--- config.mk ---
export PLATFORM = sky130hd
export DESIGN_NAME = dot_star_pattern_matcher_core
export DESIGN_NICKNAME = d
export VERILOG_FILES = /design/src/hw/rtl/dspm_pkg.sv /design/src/hw/rtl/dspm_ram.sv /design/src/hw/rtl/dspm_row_unit.sv /design/src/hw/rtl/dspm_seq.sv /design/src/hw/rtl/dot_star_pattern_matcher_core.sv
export SDC_FILE = /design/constraint.sdc
export NUM_CORES = 1
export LEC_CHECK = 0
export ABC_CLOCK_PERIOD_IN_PS = 3100
export BUFFER_PORTS_ARGS = -buffer_cell sky130_fd_sc_hd__buf_2
export CORE_MARGIN = 2
export CORE_UTILIZATION = 40
export CTS_BUF_LIST = sky130_fd_sc_hd__clkbuf_16
export CTS_CLUSTER_DIAMETER = 50
export DETAILED_ROUTE_END_ITERATION = 7
export HOLD_SLACK_MARGIN = 0.03
export PLACE_DENSITY_LB_ADDON = 0.05
export SYNTH_ARGS = -nofsm -noshare
export SYNTH_HDL_FRONTEND = slang
export SYNTH_SLANG_ARGS = --single-unit
--- constraint.sdc ---
create_clock -name clk_i -period 3.1 [get_ports clk_i]
set_input_delay 0 -clock clk_i [delete_from_list [all_inputs] [get_ports clk_i]]
set_output_delay 0 -clock clk_i [all_outputs]
set_load 0.005 [all_outputs]
--- src/hw/rtl/dspm_pkg.sv ---
// Shared types and constants for the dot-star pattern matcher.
// No dependencies; imported by every module of the block except dspm_ram.
`timescale 1ns / 1ps

package dspm_pkg;

  localparam int unsigned PatternMaxDef = 32;

  localparam logic [7:0] CharStar = 8'h2A;
  localparam logic [7:0] CharDot  = 8'h2E;

  typedef enum logic [1:0] {
    OP_LOAD = 2'd0,
    OP_TEXT = 2'd1,
    OP_END  = 2'd2
  } op_e;

  typedef enum logic [2:0] {
    ST_IDLE,
    ST_ISSUE,
    ST_STEP,
    ST_FINISH,
    ST_EMIT
  } state_e;

  typedef struct packed {
    logic       start;
    logic       step;
    logic       first;
    logic       finish;
    logic       init;
    logic [7:0] ch;
  } ctl_t;

endpackage

--- src/hw/rtl/dspm_ram.sv ---
// Generic single-write, single-read RAM with registered read data.
// No dependencies.
`timescale 1ns / 1ps

module dspm_ram #(
  parameter int unsigned Width = 8,
  parameter int unsigned Depth = 32,
  localparam int unsigned Aw = (Depth > 1) ? $clog2(Depth) : 1
) (
  input  logic             clk_i,
  input  logic             we_i,
  input  logic [Aw-1:0]    waddr_i,
  input  logic [Width-1:0] wdata_i,
  input  logic [Aw-1:0]    raddr_i,
  output logic [Width-1:0] rdata_o
);

  logic [Width-1:0] mem_q [Depth];
  logic [Width-1:0] rdata_q;

  always_ff @(posedge clk_i) begin
    if (we_i) begin
      mem_q[waddr_i] <= wdata_i;
    end
    rdata_q <= mem_q[raddr_i];
  end

  assign rdata_o = rdata_q;

endmodule

--- src/hw/rtl/dspm_row_unit.sv ---
// Shared match-bit update unit: holds the match row as a shift register and
// computes one row bit per step from the pattern byte stream. Uses dspm_pkg.
`timescale 1ns / 1ps

module dspm_row_unit
  import dspm_pkg::*;
#(
  parameter int unsigned PatternMax = PatternMaxDef,
  localparam int unsigned Rw = PatternMax + 1,
  localparam int unsigned Cw = $clog2(PatternMax + 1)
) (
  input  logic       clk_i,
  input  logic       rst_ni,
  input  ctl_t       ctl_i,
  input  logic [7:0] pat_i,
  input  logic [5:0] len_i,
  output logic       match_o
);

  logic [Rw-1:0] row_q, row_d;
  logic          nm1_q, nm1_d;
  logic          nm2_q, nm2_d;
  logic [7:0]    prev_q, prev_d;
  logic          bit_new;
  logic          hit_prev;
  logic [6:0]    len_ext;
  logic [6:0]    len_sat;
  logic [Cw-1:0] len_idx;

  always_comb begin
    hit_prev = (ctl_i.ch == prev_q) || (prev_q == CharDot);
    bit_new  = 1'b0;
    if (ctl_i.init) begin
      bit_new = !ctl_i.first && nm2_q && (pat_i == CharStar);
    end else if (pat_i == CharStar) begin
      bit_new = !ctl_i.first && (nm2_q || (row_q[1] && hit_prev));
    end else if ((ctl_i.ch == pat_i) || (pat_i == CharDot)) begin
      bit_new = row_q[0];
    end
  end

  always_comb begin
    row_d  = row_q;
    nm1_d  = nm1_q;
    nm2_d  = nm2_q;
    prev_d = prev_q;
    if (ctl_i.start) begin
      nm1_d = ctl_i.init;
      nm2_d = 1'b0;
    end
    if (ctl_i.step) begin
      row_d  = {bit_new, row_q[Rw-1:1]};
      nm2_d  = nm1_q;
      nm1_d  = bit_new;
      prev_d = pat_i;
    end
    if (ctl_i.finish) begin
      row_d[0] = ctl_i.init;
    end
  end

  always_ff @(posedge clk_i or negedge rst_ni) begin
    if (!rst_ni) begin
      row_q <= '0;
    end else begin
      row_q <= row_d;
    end
  end

  always_ff @(posedge clk_i) begin
    nm1_q  <= nm1_d;
    nm2_q  <= nm2_d;
    prev_q <= prev_d;
  end

  assign len_ext = {1'b0, len_i};
  assign len_sat = (len_ext > 7'(PatternMax)) ? 7'(PatternMax) : len_ext;
  assign len_idx = len_sat[Cw-1:0];
  assign match_o = row_q[len_idx];

endmodule

--- src/hw/rtl/dspm_seq.sv ---
// Sequencer: takes input beats, walks the pattern positions, drives the row
// unit and the pattern store, and holds the result beat. Uses dspm_pkg.
`timescale 1ns / 1ps

module dspm_seq
  import dspm_pkg::*;
#(
  parameter int unsigned PatternMax = PatternMaxDef,
  localparam int unsigned Aw = (PatternMax > 1) ? $clog2(PatternMax) : 1,
  localparam int unsigned Cw = $clog2(PatternMax + 1)
) (
  input  logic          clk_i,
  input  logic          rst_ni,
  input  logic          in_valid_i,
  output logic          in_ready_o,
  input  logic [1:0]    in_op_i,
  input  logic [4:0]    in_pos_i,
  input  logic [7:0]    in_ch_i,
  output logic          out_valid_o,
  input  logic          out_ready_i,
  output logic          out_bit_o,
  output logic          ram_we_o,
  output logic [Aw-1:0] ram_waddr_o,
  output logic [Aw-1:0] ram_raddr_o,
  output ctl_t          ctl_o,
  input  logic          match_i
);

  state_e        state_q, state_d;
  logic [Cw-1:0] cnt_q, cnt_d;
  logic          init_q, init_d;
  logic          is_end_q, is_end_d;
  logic          fresh_q, fresh_d;
  logic [7:0]    ch_q, ch_d;
  logic          out_valid_q, out_valid_d;
  logic          out_bit_q, out_bit_d;
  logic          accept;
  logic          out_free;
  logic [6:0]    pos_ext;
  op_e           op;

  assign op       = op_e'(in_op_i);
  assign accept   = in_valid_i && (state_q == ST_IDLE);
  assign out_free = !out_valid_q || out_ready_i;
  assign pos_ext  = {2'b0, in_pos_i};

  always_comb begin
    state_d = state_q;
    case (state_q)
      ST_IDLE: begin
        if (accept) begin
          case (op)
            OP_TEXT: state_d = ST_ISSUE;
            OP_END:  state_d = fresh_q ? ST_ISSUE : ST_EMIT;
            default: state_d = ST_IDLE;
          endcase
        end
      end
      ST_ISSUE:  state_d = ST_STEP;
      ST_STEP:   state_d = (cnt_q == Cw'(PatternMax)) ? ST_FINISH : ST_STEP;
      ST_FINISH: begin
        if (is_end_q) begin
          state_d = ST_EMIT;
        end else if (init_q) begin
          state_d = ST_ISSUE;
        end else begin
          state_d = ST_IDLE;
        end
      end
      ST_EMIT:   state_d = out_free ? ST_IDLE : ST_EMIT;
      default:   state_d = ST_IDLE;
    endcase
  end

  always_comb begin
    cnt_d       = cnt_q;
    init_d      = init_q;
    is_end_d    = is_end_q;
    fresh_d     = fresh_q;
    ch_d        = ch_q;
    out_valid_d = out_valid_q && !out_ready_i;
    out_bit_d   = out_bit_q;
    case (state_q)
      ST_IDLE: begin
        if (accept) begin
          case (op)
            OP_TEXT: begin
              ch_d     = in_ch_i;
              is_end_d = 1'b0;
              init_d   = fresh_q;
              fresh_d  = 1'b0;
            end
            OP_END: begin
              is_end_d = 1'b1;
              init_d   = fresh_q;
              fresh_d  = 1'b1;
            end
            default: ;
          endcase
        end
      end
      ST_ISSUE:  cnt_d = Cw'(1);
      ST_STEP:   cnt_d = cnt_q + Cw'(1);
      ST_FINISH: begin
        if (!is_end_q) begin
          init_d = 1'b0;
        end
      end
      ST_EMIT: begin
        if (out_free) begin
          out_valid_d = 1'b1;
          out_bit_d   = match_i;
        end
      end
      default: ;
    endcase
  end

  always_comb begin
    in_ready_o  = (state_q == ST_IDLE);
    ram_we_o    = accept && (op == OP_LOAD) && (pos_ext < 7'(PatternMax));
    ram_waddr_o = pos_ext[Aw-1:0];
    ram_raddr_o = '0;
    ctl_o       = '0;
    ctl_o.init  = init_q;
    ctl_o.ch    = ch_q;
    case (state_q)
      ST_ISSUE:  ctl_o.start = 1'b1;
      ST_STEP: begin
        ctl_o.step  = 1'b1;
        ctl_o.first = (cnt_q == Cw'(1));
        ram_raddr_o = cnt_q[Aw-1:0];
      end
      ST_FINISH: ctl_o.finish = 1'b1;
      default: ;
    endcase
  end

  always_ff @(posedge clk_i or negedge rst_ni) begin
    if (!rst_ni) begin
      state_q     <= ST_IDLE;
      cnt_q       <= '0;
      init_q      <= 1'b0;
      is_end_q    <= 1'b0;
      fresh_q     <= 1'b1;
      out_valid_q <= 1'b0;
    end else begin
      state_q     <= state_d;
      cnt_q       <= cnt_d;
      init_q      <= init_d;
      is_end_q    <= is_end_d;
      fresh_q     <= fresh_d;
      out_valid_q <= out_valid_d;
    end
  end

  always_ff @(posedge clk_i) begin
    ch_q      <= ch_d;
    out_bit_q <= out_bit_d;
  end

  assign out_valid_o = out_valid_q;
  assign out_bit_o   = out_bit_q;

endmodule

--- src/hw/rtl/dot_star_pattern_matcher_core.sv ---
// Top level of the dot-star pattern matcher: pattern store, sequencer and
// row update unit. Uses dspm_pkg, dspm_ram, dspm_seq, dspm_row_unit.
//
//   Channel   Dir  Beat contents
//   s_axis    in   tuser: operation; tdata: position [4:0], character [12:5]
//   m_axis    out  tdata: matched [0]
//   cfg       in   cfg_data_i: pattern_length
//
// Load beat: written to the pattern store as it is taken. Text beat: a walk over
// the pattern positions, one pattern position per cycle through the row unit; the
// first text beat after reset or an end beat adds a walk to build the initial row.
// End beat: goes to the emit step, after the initial-row walk when no text came before it.
// The result beat is held in an output register; input beats are taken while it waits,
// and a second end beat holds in its emit step until the register frees.
// Reset clears the control state and the match row; the pattern store is not cleared.
`timescale 1ns / 1ps

module dot_star_pattern_matcher_core
  import dspm_pkg::*;
#(
  parameter int unsigned PatternMax = PatternMaxDef
) (
  input  logic        clk_i,
  input  logic        rst_ni,
  input  logic        s_axis_tvalid,
  output logic        s_axis_tready,
  input  logic [15:0] s_axis_tdata,  // position [4:0], character [12:5], zero [15:13]
  input  logic [1:0]  s_axis_tuser,  // operation [1:0]
  output logic        m_axis_tvalid,
  input  logic        m_axis_tready,
  output logic [7:0]  m_axis_tdata,  // matched [0], zero [7:1]
  input  logic        cfg_valid_i,
  output logic        cfg_ready_o,
  input  logic [5:0]  cfg_data_i
);

  localparam int unsigned Aw = (PatternMax > 1) ? $clog2(PatternMax) : 1;

  logic [5:0]    len_q;
  logic          ram_we;
  logic [Aw-1:0] ram_waddr;
  logic [Aw-1:0] ram_raddr;
  logic [7:0]    ram_rdata;
  ctl_t          ctl;
  logic          match;
  logic          out_bit;

  assign cfg_ready_o = 1'b1;

  always_ff @(posedge clk_i or negedge rst_ni) begin
    if (!rst_ni) begin
      len_q <= '0;
    end else if (cfg_valid_i) begin
      len_q <= cfg_data_i;
    end
  end

  dspm_ram #(
    .Width (8),
    .Depth (PatternMax)
  ) u_store (
    .clk_i   (clk_i),
    .we_i    (ram_we),
    .waddr_i (ram_waddr),
    .wdata_i (s_axis_tdata[12:5]),
    .raddr_i (ram_raddr),
    .rdata_o (ram_rdata)
  );

  dspm_seq #(
    .PatternMax (PatternMax)
  ) u_seq (
    .clk_i       (clk_i),
    .rst_ni      (rst_ni),
    .in_valid_i  (s_axis_tvalid),
    .in_ready_o  (s_axis_tready),
    .in_op_i     (s_axis_tuser),
    .in_pos_i    (s_axis_tdata[4:0]),
    .in_ch_i     (s_axis_tdata[12:5]),
    .out_valid_o (m_axis_tvalid),
    .out_ready_i (m_axis_tready),
    .out_bit_o   (out_bit),
    .ram_we_o    (ram_we),
    .ram_waddr_o (ram_waddr),
    .ram_raddr_o (ram_raddr),
    .ctl_o       (ctl),
    .match_i     (match)
  );

  dspm_row_unit #(
    .PatternMax (PatternMax)
  ) u_row (
    .clk_i   (clk_i),
    .rst_ni  (rst_ni),
    .ctl_i   (ctl),
    .pat_i   (ram_rdata),
    .len_i   (len_q),
    .match_o (match)
  );

  assign m_axis_tdata = {7'b0, out_bit};

endmodule

# Yosys cells after proc, flatten, opt, wreduce, memory -nomap -nowiden
# Memory sizes are Yosys's and may differ from the RTL's. A register that Yosys moved wholly into a read port is not among the register bits.
# Cells that the tools add are included.
dict set report totals {
  regBits 71
  mem_count 1
  mem_bits_rw 256
  output_inout_bits 11
  mem_bits_ro 0
  inputBits 29
  latch_bits 0
}
# name depth width rd rd_ports_with_merged_regs write_ports line_no
set memory_table {}
lappend memory_table {u_store.mem_q 32 8 1 1 1 dspm_ram.sv:18} ;# logic [Width-1:0] mem_q [Depth];
dict set report classes {
  addsub 1
  n_mux 34
  n_bitwise 0
  shift 0
  eq_ne 16
  magnitude_cmp 3
  n_reduce_logical 27
  mul 0
  div 0
}
# cell n
set ops {}
lappend ops {{== test 8 x 6 -> 1 bit, second input constant} 3}
lappend ops {{2-to-1 mux 1 bit} 21}
lappend ops {{== test 8 bit} 2}
lappend ops {{one-hot mux 3 bit (5 select lines)} 1}
lappend ops {{2-to-1 mux 3 bit} 4}
lappend ops {{one-hot mux 6 bit (2 select lines)} 1}
lappend ops {{nonzero test 2 bit} 5}
lappend ops {{logical AND 1 bit} 8}
lappend ops {{< comparator 6 x 7 -> 1 bit, second input constant} 1}
lappend ops {{adder 6 x 1 -> 6 bit, second input constant} 1}
lappend ops {{binary-select mux 1 bit (select 6 bit)} 1}
lappend ops {{== test 3 x 2 -> 1 bit, second input constant} 2}
lappend ops {{== test 6 x 1 -> 1 bit, second input constant} 1}
lappend ops {{== test 6 bit, second input constant} 1}
lappend ops {{greater-than comparator 6 bit, second input constant} 1}
lappend ops {{< comparator 5 x 6 -> 1 bit, second input constant} 1}
lappend ops {{2-to-1 mux 6 bit} 1}
lappend ops {{one-hot mux 3 bit (2 select lines)} 1}
lappend ops {{AND reduction 3 bit} 2}
lappend ops {{2-to-1 mux 5 bit} 1}
lappend ops {{logical OR 1 bit} 4}
lappend ops {{!= test 2 bit, second input constant} 2}
lappend ops {{one-hot mux 1 bit (2 select lines)} 2}
lappend ops {{AND reduction 4 bit} 1}
lappend ops {{11 further kinds} 13}

# Depth between registers and ports, before layout
dict set report logic_depth {
  depth_word 8
  ltp_mapped 9
  ltp_nobuf 7
}

# Cells and area by module
# From an unflattened synthesis, not the netlist that was laid out.
dict set report unflattened {
  hier_cells 700
  hier_area_um2 13685.6
}
# module area_per_inst_um2 seq_area_each_um2 cells_per_inst n_inst
set modules_own_cells {}
lappend modules_own_cells {dspm_ram 10053.4 7847.5 417 1}
lappend modules_own_cells {dspm_row_unit 2193.4 1126.1 161 1}
lappend modules_own_cells {dspm_seq 1112.3 596.8 98 1}
lappend modules_own_cells {dot_star_pattern_matcher_core 326.6 150.1 24 1}

# Worst setup path after synthesis
# OpenSTA, ideal clock, no wires.
dict set report synth_timing {
  kind {register to register}
  startpoint {register u_seq.state_q[0]}
  endpoint {memory u_store.mem_q[16][0], enable pin}
  path_slack_ns 0.746
  path_stages_with_launch 7
  n_path_buf 1
  t_arrival_ns 1.984
  required_ns 2.730
  setup_time_ns 0.370
  path_cell_list {dfrtp_1 -> clkbuf_1 -> nor4b_1 -> nand2_1 -> nor2_1 -> nand3b_1 -> nor2_1}
}
dict set report synth_between {
  elab_chain_cells 6
}
# item line_no
set synth_rtl {}
lappend synth_rtl {{start: declaration} dspm_seq.sv:29} ;# state_e state_q, state_d;
lappend synth_rtl {{start signal: assignment} dspm_seq.sv:148} ;# state_q <= state_d;
lappend synth_rtl {{zero test 3 bit} dspm_seq.sv:43} ;# assign accept = in_valid_i && (state_q == ST_IDLE);
lappend synth_rtl {{logical AND 1 bit} dspm_seq.sv:43}
lappend synth_rtl {{logical AND 1 bit (2 in series)} dspm_seq.sv:121} ;# ram_we_o = accept && (op == OP_LOAD) && (pos_ext < 7'(PatternMax));
lappend synth_rtl {{2-to-1 mux 1 bit} dspm_ram.sv:22} ;# if (we_i) begin
lappend synth_rtl {{2-to-1 mux 1 bit (not written as such)} dspm_ram.sv:23} ;# mem_q[waddr_i] <= wdata_i;
lappend synth_rtl {{end: declaration} dspm_ram.sv:18}
# No other way between the ends.

# Final worst setup path
dict set report layout_timing {
  startpoint {register u_seq.state_q[2]}
  endpoint {register u_store.rdata_q[2] (netlist: u_store.rdata_o[2]) (read register of u_store.mem_q)}
}
dict set report layout_between {
  elab_chain_cells 2
}
# item line_no
set layout_rtl {}
lappend layout_rtl {{== test 3 x 2 -> 1 bit} dspm_seq.sv:127} ;# case (state_q)
lappend layout_rtl {{2-to-1 mux 5 bit} dspm_seq.sv:127}
lappend layout_rtl {{end: declaration} dspm_ram.sv:19} ;# logic [Width-1:0] rdata_q;
# No other way between the ends.
# A chain may end at the register's enable or synchronous reset.

==> run summary <==
The number of antenna-violating nets in the routed design is 0. VDD sags by at most 0.427 mV. The area growth from synthesis to layout is 16.5%. At the end of the flow, the number of nets in the layout was 1,156. The last weighted congestion value of the routability-driven placer came out at 0.827. The minimum period implied by the final worst setup slack came out at 2.56 ns. The critical path contains buffers and inverters numbering 2 combined.

The type of element launching the critical path is a register. The synthesized instance count is 1,039. Detailed placement ended at an HPWL of 21,500 um. STA puts the critical path data required time at 3.53 ns. The instance area at placement came out at 0.0148 mm2. The highest attainable clock frequency is 391 MHz. The biggest cell delay along the critical path is 0.52 ns. For this design the top-level I/O count stands at 40. The overall die height is 191 um. The post-placement worst setup slack is 0.587 ns. The global-route wire length before repair is 52,900 um. Clock skew on the completed layout was measured at 0.0109 ns.

The XOR/XNOR share of the synthesized area is 1.25%. Dividing the detail-routed wire length by the instance count gives 21.7 um. The die covers 0.0365 mm2. The static leakage power is 5.94 nW. The number of cell instances on the worst register-to-register path came out at 7.

Once the floorplan was initialized, standard cells occupied 40.6% of the core. After synthesis, the cell types taking the most area are edfxtp_1, dfrtp_1, nand2_1. The total setup violations reported at the end of the flow is 0. Summing the areas of all compound-gate instances in the mapped netlist gives 6.78% of the synthesized area. The total iterations of the first detailed-routing run is 5. By area, the combinational part of the netlist is dominated by simple AND/OR/NAND/NOR gates.

Ranked by instance count, the synthesized netlist is headed by edfxtp_1, nand2_1, nor2_1. The post-CTS repair timing setup buffer count came out at 0. The worst slew slack as a fraction of its limit is 41.8%. The initial antenna violation count came out at 0. Summed over all layers, the routed wires come to 34,900 um.

The worst setup path is of the register to register kind. Of all cell types, the one taking the most synthesized area is edfxtp_1. In this run, the number of DRC markers left after iteration 0 of detailed routing was 652.

The cell total after placement is 1,514. The post-CTS clock slew at the launch and capture registers of the worst setup and hold paths is 0.06 ns. In the synthesized netlist, mux cells make up 7.06% of the area. The final standard cell utilization of the core is 47.3%.

The transition time at the pin with the least slew margin came out at 0.874 ns. The total track usage is 19.6%. The total negative slack is 0 ns. The largest net degree at the start of global routing is 72.

The sum of internal, switching and leakage power came out at 12.4 mW. The critical path endpoint category is a register. The final hold violation count came out at 0. The post-route worst hold slack came out at 0.0613 ns. In this run the clock root is driven by a clkbuf_16.

The area share of the largest cell type after synthesis came out at 58.9%. The via count of the first global-routing pass is 8,374. Once routing completed, OpenROAD measured the worst setup slack at 0.545 ns. The fraction of layout cells with a size suffix above 1 is 16.9%. The dominant synthesized flop cell is edfxtp_1. The flow ran to the end, and the final reports show no timing, DRC or antenna violations. A synthesized cell averages 13.5 um2. The placeable core area is 0.0345 mm2. The floorplan row count is 68. The Yosys warning count came out at 0. Walking the worst path, the cells encountered are or3b_2 > inv_2 > and3_1 > buf_4 > o221ai_1 > and4_1 > a31oi_1. The total number of vias came out at 8,310. Setup repair after global routing left no endpoint under its margin. The worst register-to-register path ends at u_store.rdata_o[2]. The clock latency on the worst-skew pair is 0.52 ns. The die width came out at 191 um. Dividing the final minimum period by the clock period gives 82.4%.

Among cell families on the critical path, the largest total delay comes from simple AND/OR/NAND/NOR gates. Dividing total power by cell area gives a power density of 759 mW/mm2. The count of clock tree sinks came out at 335.

The slack of the worst reg-to-reg path is 0.54 ns. TritonCTS built the clock tree. edfxtp_1 is the most common cell in the netlist.

The number of max-capacitance violations reported came out at 0. The reg-to-reg critical path startpoint is u_seq.state_q[2]. The count of flip-flops with a built-in enable after synthesis came out at 275. The number of unique standard cell types used by synthesis came out at 66. The fraction of registers with async set or reset after synthesis is 15.5%.

The clock passes through at most 3 buffers. The sequential-to-total area share from yosys stat came out at 69.4%. Of all nets on the critical path, the largest fanout is 14.

The via density per instance came out at 5.17. The total global routing overflow is 0. The data arrival time of the critical path is 2.99 ns. For this run, design rule violations remaining after detail routing come to 0. The number of port buffers is 28.

In this run, CTS created clock tree buffers numbering 41. The number of levels in the clock H-tree came out at 2. The finished cells cover 0.0163 mm2. Leaving out filler cells and counting taps, the final layout contains 1,607. The min-delay analysis places its worst path in the category input port to async pin.

The synthesized cell area is 0.0140 mm2. The simple-gate share of the synthesized area is 12.0%. For this design, the slowest cell found on the critical path is or3b_2. The adder and majority gate portion of the synthesized area is 0.536%. The number of register bits inferred by synthesis is 335. The total count of max-transition violations in the final report came to 0.
-- what timing repair did --
| item | CTS | global route |
|---|---|---|
| hold buffers | 19 | 0 |
| hold endpoints to repair | 41 | 0 |
| gates resized for setup | 0 | 0 |
-- worst max-delay path by stage --
stage | start | to | slack, ns | cells past startpoint
after floorplan | u_seq.state_q[0] | u_store.mem_q[16][0] | 0.75 | 6
after global placement | u_seq.state_q[2] | u_store.rdata_o[2] | 0.62 | 7
after detailed placement | u_seq.state_q[2] | u_store.rdata_o[2] | 0.59 | 7
after CTS | u_seq.state_q[2] | u_store.rdata_o[2] | 0.56 | 7
after global routing | u_seq.state_q[2] | u_store.rdata_o[2] | 0.45 | 7
final | u_seq.state_q[2] | u_store.rdata_o[2] | 0.54 | 7
-- registers in the layout (all words and copies together), names as in the netlist, 3 cells and up --
signal,flops
len_q,6
u_row.prev_q,8
u_row.row_q,33
u_seq.ch_q,8
u_seq.cnt_q,6
u_seq.state_q,3
u_store.mem_q,256
u_store.rdata_o,8
-- layer usage --
metal  track usage [%]  routed length [um]  part of all wire, %
met1              29.4               17200                   49
met2              29.3               15200                   44
met5                 0                   0                    0
met3              2.88                1540                  4.4
met4              6.09                 918                  2.6
-- cells by family after synthesis --
family	count (synthesis)
other cells	2
simple gates	363
buf+inv	89
flops	335
xor+xnor	20
mux	84
compound gates	140
fa+ha+maj	6
-- area by class of cell --
cell class                 count  area [um2]
tap                          455         569
sequential                   335        9730
fill                        3076       18200
multi-input combinational    621        3890
antenna                        1        2.50
timing repair buffer         102         768
clock inverter                31         239
clock buffer                  42        1050
inverter                      20        75.1
-- layout by cell type, fill, tap and decap left out, drive strengths merged, types with 11 or more instances in the layout --
| master | netlist | final |
|---|---|---|
| a21oi | 16 | 16 |
| a31oi | 30 | 30 |
| buf | 40 | 83 |
| clkbuf | 29 | 42 |
| clkinv | 1 | 16 |
| dfrtp | 51 | 51 |
| dlygate4sd3 | 0 | 19 |
| edfxtp | 275 | 275 |
| inv | 19 | 29 |
| mux2 | 28 | 28 |
| mux2i | 47 | 47 |
| nand2 | 180 | 180 |
| nand3 | 44 | 44 |
| nor2 | 62 | 62 |
| o21ai | 25 | 25 |
| o22a | 11 | 11 |
| o22ai | 15 | 15 |
| or3 | 16 | 16 |
| xnor2 | 18 | 18 |
-- where the power goes --
part	internal, mW	switching, mW
logic	0.876	1.60
clock network	2.71	1.81
registers	5.12	0.261
total	8.71	3.67
Power figures use the tool's default switching activity.
